### config.mk
export PLATFORM = sky130hd
export DESIGN_NAME = averaged_threshold_trigger
export DESIGN_NICKNAME = d
export VERILOG_FILES = /design/src/hdl/att_pkg.sv /design/src/hdl/att_cell.sv /design/src/hdl/att_detect.sv /design/src/hdl/averaged_threshold_trigger.sv
export SDC_FILE = /design/constraint.sdc
export NUM_CORES = 1
export LEC_CHECK = 0
export BUFFER_PORTS_ARGS = -buffer_cell sky130_fd_sc_hd__buf_2
export CAP_MARGIN = 20
export CELL_PAD_IN_SITES_DETAIL_PLACEMENT = 1
export CELL_PAD_IN_SITES_GLOBAL_PLACEMENT = 2
export CORE_MARGIN = 5
export CORE_UTILIZATION = 39
export CTS_CLUSTER_DIAMETER = 150
export DETAILED_ROUTE_END_ITERATION = 8
export PLACE_DENSITY = 0.85
export SLEW_MARGIN = 15
export SYNTH_ARGS = -nofsm -noshare
export SYNTH_HDL_FRONTEND = slang
export SYNTH_HIERARCHICAL = 1
export SYNTH_SLANG_ARGS = --single-unit
### constraint.sdc
create_clock -name clk_i -period 5.6 [get_ports clk_i]
set_clock_uncertainty 0.05 [all_clocks]
set_input_delay 0.28 -clock clk_i [delete_from_list [all_inputs] [get_ports clk_i]]
set_output_delay 0.28 -clock clk_i [all_outputs]
set_load 0.05 [all_outputs]
### src/hdl/att_pkg.sv
`timescale 1ns / 1ps

package att_pkg;

  // Field widths
  localparam int unsigned SAMPLE_W    = 10;
  localparam int unsigned TIME_W      = 32;
  localparam int unsigned THRESH_W    = 11;
  localparam int unsigned COUNT_W     = 8;
  localparam int unsigned HOLDOFF_W   = 16;
  localparam int unsigned AVG_W       = 10;
  localparam int unsigned CFG_DATA_W  = 16;
  localparam int unsigned CFG_IDX_W   = 2;

  // Largest sample value, used to size the running total
  localparam int unsigned SAMPLE_MAX  = (1 << SAMPLE_W) - 1;

  // Default window length
  localparam int unsigned WINDOW_LEN_DEF = 10;

  // Stream word widths, padded to whole bytes
  localparam int unsigned IN_DATA_W   = ((SAMPLE_W + TIME_W + 7) / 8) * 8;
  localparam int unsigned OUT_DATA_W  = ((1 + AVG_W + 7) / 8) * 8;

  // Register indexes
  localparam logic [CFG_IDX_W-1:0] REG_THRESHOLD    = 2'd0;
  localparam logic [CFG_IDX_W-1:0] REG_MIN_TRIGGERS = 2'd1;
  localparam logic [CFG_IDX_W-1:0] REG_HOLDOFF      = 2'd2;

  // Register reset values
  localparam logic [THRESH_W-1:0]  THRESHOLD_RST    = '0;
  localparam logic [COUNT_W-1:0]   MIN_TRIGGERS_RST = 8'd1;
  localparam logic [HOLDOFF_W-1:0] HOLDOFF_RST      = '0;

  // Configuration handed to the decision stage
  typedef struct packed {
    logic [THRESH_W-1:0]  threshold;
    logic [COUNT_W-1:0]   min_triggers;
    logic [HOLDOFF_W-1:0] holdoff_ms;
  } cfg_t;

endpackage

### src/hdl/att_cell.sv
`timescale 1ns / 1ps

// One slot of the sample window: takes the word from its neighbour on shift
module att_cell (
  input  logic                          clk_i,
  input  logic                          rst_ni,
  input  logic                          shift_i,
  input  logic [att_pkg::SAMPLE_W-1:0]  data_i,
  output logic [att_pkg::SAMPLE_W-1:0]  data_o
);

  logic [att_pkg::SAMPLE_W-1:0] data_q;

  always_ff @(posedge clk_i or negedge rst_ni) begin
    if (!rst_ni) begin
      data_q <= '0;
    end else if (shift_i) begin
      data_q <= data_i;
    end
  end

  assign data_o = data_q;

endmodule

### src/hdl/att_detect.sv
`timescale 1ns / 1ps

// Threshold compare, consecutive count, holdoff check and output register
module att_detect (
  input  logic                          clk_i,
  input  logic                          rst_ni,
  input  logic                          adv_i,
  input  logic                          valid_i,
  input  logic [att_pkg::AVG_W-1:0]     avg_i,
  input  logic [att_pkg::TIME_W-1:0]    now_i,
  input  att_pkg::cfg_t                 cfg_i,
  output logic                          fired_o,
  output logic [att_pkg::AVG_W-1:0]     avg_o
);

  logic [att_pkg::COUNT_W-1:0] count_q, count_d, count_inc;
  logic [att_pkg::TIME_W-1:0]  last_q, last_d, elapsed;
  logic                        above, fire;
  logic                        fired_q;
  logic [att_pkg::AVG_W-1:0]   avg_q;

  // Decision for the word in this stage
  always_comb begin
    above     = {1'b0, avg_i} > cfg_i.threshold;
    count_inc = (count_q == '1) ? count_q : count_q + 1'b1;
    elapsed   = now_i - last_q;
    fire      = above && (count_inc >= cfg_i.min_triggers) &&
                (elapsed > {{(att_pkg::TIME_W - att_pkg::HOLDOFF_W){1'b0}},
                            cfg_i.holdoff_ms});
    last_d    = fire ? now_i : last_q;
    if (fire || !above) begin
      count_d = '0;
    end else begin
      count_d = count_inc;
    end
  end

  // Trigger state
  always_ff @(posedge clk_i or negedge rst_ni) begin
    if (!rst_ni) begin
      count_q <= '0;
      last_q  <= '0;
    end else if (adv_i && valid_i) begin
      count_q <= count_d;
      last_q  <= last_d;
    end
  end

  // Output word register
  always_ff @(posedge clk_i) begin
    if (adv_i) begin
      fired_q <= fire;
      avg_q   <= avg_i;
    end
  end

  assign fired_o = fired_q;
  assign avg_o   = avg_q;

endmodule

### src/hdl/averaged_threshold_trigger.sv
`timescale 1ns / 1ps
// An accepted word updates the window and total, then the product, then the output register.
// Throughput: one word per cycle; the window is a chain of cells shifted once per
// word and the running total is one add/subtract, so the pipe only stalls while a
// result word waits at the output.
// Reset (rst_ni low, asynchronous): window, total, count and last trigger time go
// to zero, threshold 0, min_triggers 1, holdoff 0; no word is held in flight.
module averaged_threshold_trigger #(
  parameter int unsigned WINDOW_LEN = att_pkg::WINDOW_LEN_DEF
) (
  input  logic                            clk_i,
  input  logic                            rst_ni,
  // Configuration write port
  input  logic                            cfg_we_i,
  input  logic [att_pkg::CFG_IDX_W-1:0]   cfg_idx_i,
  input  logic [att_pkg::CFG_DATA_W-1:0]  cfg_data_i,
  // Input stream
  input  logic                            s_axis_tvalid,
  output logic                            s_axis_tready,
  input  logic [att_pkg::IN_DATA_W-1:0]   s_axis_tdata,  // sample[9:0], now_ms[41:10]
  // Output stream
  output logic                            m_axis_tvalid,
  input  logic                            m_axis_tready,
  output logic [att_pkg::OUT_DATA_W-1:0]  m_axis_tdata   // fired[0], average[10:1]
);

  // Running total width and reciprocal for the divide by WINDOW_LEN
  localparam int unsigned TOTAL_W = $clog2(WINDOW_LEN * att_pkg::SAMPLE_MAX + 1);
  localparam int unsigned DIV_L   = $clog2(WINDOW_LEN);
  localparam int unsigned SHIFT   = TOTAL_W + DIV_L;
  localparam int unsigned RECIP_W = TOTAL_W + 1;
  localparam longint unsigned RECIP_VAL =
    ((64'd1 << SHIFT) + WINDOW_LEN - 1) / WINDOW_LEN;
  localparam logic [RECIP_W-1:0] RECIP = RECIP_VAL[RECIP_W-1:0];
  localparam int unsigned PROD_W  = TOTAL_W + RECIP_W;

  logic adv, s_acc;
  logic v1_q, v2_q, out_valid_q;

  logic [att_pkg::SAMPLE_W-1:0] sample_in;
  logic [att_pkg::TIME_W-1:0]   now_in, now1_q, now2_q;

  logic [att_pkg::SAMPLE_W-1:0] chain [WINDOW_LEN+1];
  logic [TOTAL_W-1:0]           total_q, total_d;
  logic [PROD_W-1:0]            prod_q;
  logic [att_pkg::AVG_W-1:0]    avg2;

  att_pkg::cfg_t cfg_q;
  logic          fired;
  logic [att_pkg::AVG_W-1:0] avg_out;

  // Handshake: the whole pipe moves when the output register can take a word
  assign adv           = !out_valid_q || m_axis_tready;
  assign s_axis_tready = adv;
  assign s_acc         = s_axis_tvalid && adv;
  assign m_axis_tvalid = out_valid_q;

  assign sample_in = s_axis_tdata[att_pkg::SAMPLE_W-1:0];
  assign now_in    = s_axis_tdata[att_pkg::SAMPLE_W +: att_pkg::TIME_W];

  // Configuration registers
  always_ff @(posedge clk_i or negedge rst_ni) begin
    if (!rst_ni) begin
      cfg_q.threshold    <= att_pkg::THRESHOLD_RST;
      cfg_q.min_triggers <= att_pkg::MIN_TRIGGERS_RST;
      cfg_q.holdoff_ms   <= att_pkg::HOLDOFF_RST;
    end else if (cfg_we_i) begin
      unique case (cfg_idx_i)
        att_pkg::REG_THRESHOLD:
          cfg_q.threshold <= cfg_data_i[att_pkg::THRESH_W-1:0];
        att_pkg::REG_MIN_TRIGGERS:
          cfg_q.min_triggers <= cfg_data_i[att_pkg::COUNT_W-1:0];
        att_pkg::REG_HOLDOFF:
          cfg_q.holdoff_ms <= cfg_data_i[att_pkg::HOLDOFF_W-1:0];
        default: ;
      endcase
    end
  end

  // Window: chain of cells, the oldest sample drops out of the far end
  assign chain[0] = sample_in;

  for (genvar g = 0; g < WINDOW_LEN; g++) begin : g_cell
    att_cell u_cell (
      .clk_i   (clk_i),
      .rst_ni  (rst_ni),
      .shift_i (s_acc),
      .data_i  (chain[g]),
      .data_o  (chain[g+1])
    );
  end

  // Running total
  assign total_d = total_q - TOTAL_W'(chain[WINDOW_LEN]) + TOTAL_W'(sample_in);

  always_ff @(posedge clk_i or negedge rst_ni) begin
    if (!rst_ni) begin
      total_q <= '0;
    end else if (s_acc) begin
      total_q <= total_d;
    end
  end

  // Valid pipe
  always_ff @(posedge clk_i or negedge rst_ni) begin
    if (!rst_ni) begin
      v1_q        <= 1'b0;
      v2_q        <= 1'b0;
      out_valid_q <= 1'b0;
    end else if (adv) begin
      v1_q        <= s_acc;
      v2_q        <= v1_q;
      out_valid_q <= v2_q;
    end
  end

  // Timestamp travels alongside; reciprocal multiply for the average
  always_ff @(posedge clk_i) begin
    if (adv) begin
      now1_q <= now_in;
      now2_q <= now1_q;
      prod_q <= PROD_W'(total_q) * PROD_W'(RECIP);
    end
  end

  assign avg2 = att_pkg::AVG_W'(prod_q >> SHIFT);

  att_detect u_detect (
    .clk_i   (clk_i),
    .rst_ni  (rst_ni),
    .adv_i   (adv),
    .valid_i (v2_q),
    .avg_i   (avg2),
    .now_i   (now2_q),
    .cfg_i   (cfg_q),
    .fired_o (fired),
    .avg_o   (avg_out)
  );

  assign m_axis_tdata = {{(att_pkg::OUT_DATA_W - att_pkg::AVG_W - 1){1'b0}}, avg_out, fired};

endmodule

==> impl_metrics.yaml <==
outcome:
  status: "finished, final reports clean"
placed_design:
  hpwl_um: 31010
  routabilityCongestion: 0.8995
  port_buffers: 77
cells_and_area:
  n_antenna_cell: 0
  drive_gt1_frac: 0.2104
  nets: 1991
  areaGrowthSynthToFinish_pct: 15.38
  fillers: 4894
logic_synthesis:
  synthCells: 1515
  synth.avg_cell_area_um2: 11.85
  async_flop_share: 0.6931
  synth_top_area_cell: "dfrtp_1"
  synth_area_leaders: "dfrtp_1 27%, edfxtp_1 14%, ha_1 12%"
  synth.cell_area_um2: 17960
  synth_flop_cell: "dfrtp_1"
  ys_seq_area_frac: 0.4098
  yosysMostFrequentCell: "inv_1"
  yosys-top-cells-count: "233 x inv_1, 191 x dfrtp_1, 177 x ha_1"
  synth_cell_types: 90
  synth.top_cell.area_share: 0.2662
  yosysWarnings: 6
  synth_edf_count: 85
  ys_seq_elements: 277
floorplan:
  dieWidth_um: 224.6
  top_level_ports: 89
  die_h_um: 224.6
  rows: 78
  die-area_um2: 50430
  core_um2: 45480
  start_util: 0.3948
global_routing:
  grt_first_pass_wirelength_um: 69230
  grt_pass1_vias: 13130
  antenna_found_initial: 0
  overflow: 0
  grt_max_degree: 169
  track_usage: 0.1693
clock_network:
  cts-buffers-inserted: 34
  clockRootBuffer: "clkbuf_16"
  clock_path_buffers: 3
  cts_tree: "done"
  htreeDepth: 2
  path_clk_slew_ns: 0.06
  clkLatencyLatePin_ns: 0.53
  clock_sinks: 277
run:
  max_cap_viol_count: 0
timing:
  hold_viol_final: 0
  final_max_slew_viol_count: 0
  period_needed_ns: 5.482
  fin_crit_sh: 0.9789
  tightest_slew_ns: 1.048
  finalSetupViolCount: 0
  setup_tns_ns: 0
  slew_headroom: 0.3017
  clock.fmax_ghz: 0.1824
route:
  via_per_inst: 5.128
  detail-route-antenna-nets: 0
  firstDrtPassIters: 6
  dr.first_iter.drc_count: 516
  drc_errors: 0
  num_vias: 11780
  drt-total-wl_um: 42510
  wl_per_cell_um: 18.51
critical_path:
  required_ns: 5.83
  crit_arrival_ns: 5.72
  crit_fanout: 4
  path_class: "reg2reg"
  startpoint_type: "flop"
  endpoint_kind: "flop"
hold_path:
  hold_class: "in2reg"
## area by class of cell
cell class	count	area, um2	share of cell area
Timing Repair Buffer	153	1147	0.05538
Multi-Input combinational cell	973	9519	0.4595
Clock buffer	43	914.6	0.04415
Inverter	233	879.6	0.04246
Sequential cell	277	7361	0.3553
Tap cell	600	750.7	0.03624
Clock inverter	18	145.1	0.007006
## timing repair
| action | 4_1_cts | 5_1_grt |
|---|---|---|
| gates resized for setup | 1 | 9 |
| pin swaps | 0 | 7 |
| setup buffers | 0 | 1 |
| cloned | 0 | 0 |
| hold buffers | 58 | 0 |
| hold endpoints to repair | 90 | 0 |
| endpoints found under the setup margin | 1 | 5 |
## layout by cell type (no fill, tap or decap), types with 11 or more instances in the layout
master         instances
buf_4                 15
dfrtp_1              189
nand3_1               24
inv_1                231
o21a_1                13
mux2_4               129
xor2_1                17
mux2_2                41
nand2b_1              11
nor2_1                57
nor2b_1               14
o211ai_1              13
nand4_1               25
nand2_1               68
edfxtp_1              85
nor3_1                16
xnor2_1               27
ha_1                 174
dlygate4sd3_1         58
a21o_1                15
a21oi_1               62
fa_1                  70
buf_2                 76
o21ai_0               49
clkbuf_16             34
## layer usage
metal | vias up | track usage | share of wire
met3 | 52 | 0.02623 | 0.030
li1 | 5573 | - | -
met1 | 6015 | 0.2175 | 0.44
met5 | - | 0 | 0
met4 | 0 | 0.03555 | 0.016
met2 | 138 | 0.3039 | 0.52
## metrics by stage
step                      std cells  worst slack, ns    util  instance area [um2]  hold slack, ns
final                          2297           0.1181  0.4555                20720         0.06712
after floorplan                1519           0.2730       -                17970        -0.06559
after global routing           2297         -0.05681  0.4555                20720         0.04070
after global placement         2177          0.04444  0.4179                19010          0.1198
after detailed placement       2177         -0.07065  0.4179                19010          0.1241
after CTS                      2296         0.009402  0.4540                20650         0.03563
## critical path, stage by stage (launching register included)
cell and delay, ns:
dfrtp_2 0.45, fa_2 0.58, inv_1 0.06, fa_1 0.50, fa_1 0.46, fa_1 0.53
inv_1 0.06, fa_1 0.56, fa_1 0.48, ha_4 0.28, nand4_1 0.10, a21oi_1 0.08
or4_4 0.51, o21ai_4 0.24, nand3b_4 0.11, a21oi_2 0.15, xnor2_1 0.08
## registers in the layout (all words and copies together), names as in the netlist, 8 cells and up
| register | count |
|---|---|
| prod_q | 10 |
| total_q | 14 |
| u_detect/avg_o | 10 |
| u_detect/last_q | 32 |
| g_cell.u_cell/data_o | 100 |
| u_detect/count_q | 8 |
| now2_q | 32 |
| cfg_q | 35 |
| now1_q | 32 |
## cells by family after synthesis
group           after synthesis  share of synthesized area
simple gates                264                    0.07567
fa+ha+maj                   248                     0.2025
mux                         177                     0.1375
xor+xnor                     44                    0.02146
flops                       277                     0.4098
buf+inv                     269                    0.06494
compound gates              235                    0.08794
other cells                   1                  0.0002088
## worst paths after layout
path / startpoint / endpoint / slack (ns) / cells past startpoint
max reg2reg: total_q[12] / prod_q[27] / 0.12 / 16
min in group asynchronous: rst_ni / u_detect/last_q[7] / 0.14 / 2
max: total_q[12] / prod_q[27] / 0.12 / 16
min reg2reg: now1_q[20] / now2_q[20] / 0.37 / 0
min: cfg_data_i[0] / cfg_q[0] / 0.07 / 2
max in group asynchronous: rst_ni / g_cell[5].u_cell/data_o[1] / 4.09 / 3
Power is left out: the tool's default activity adds up to more than one toggle a clock period on the data nets, which glitch-free logic cannot reach.
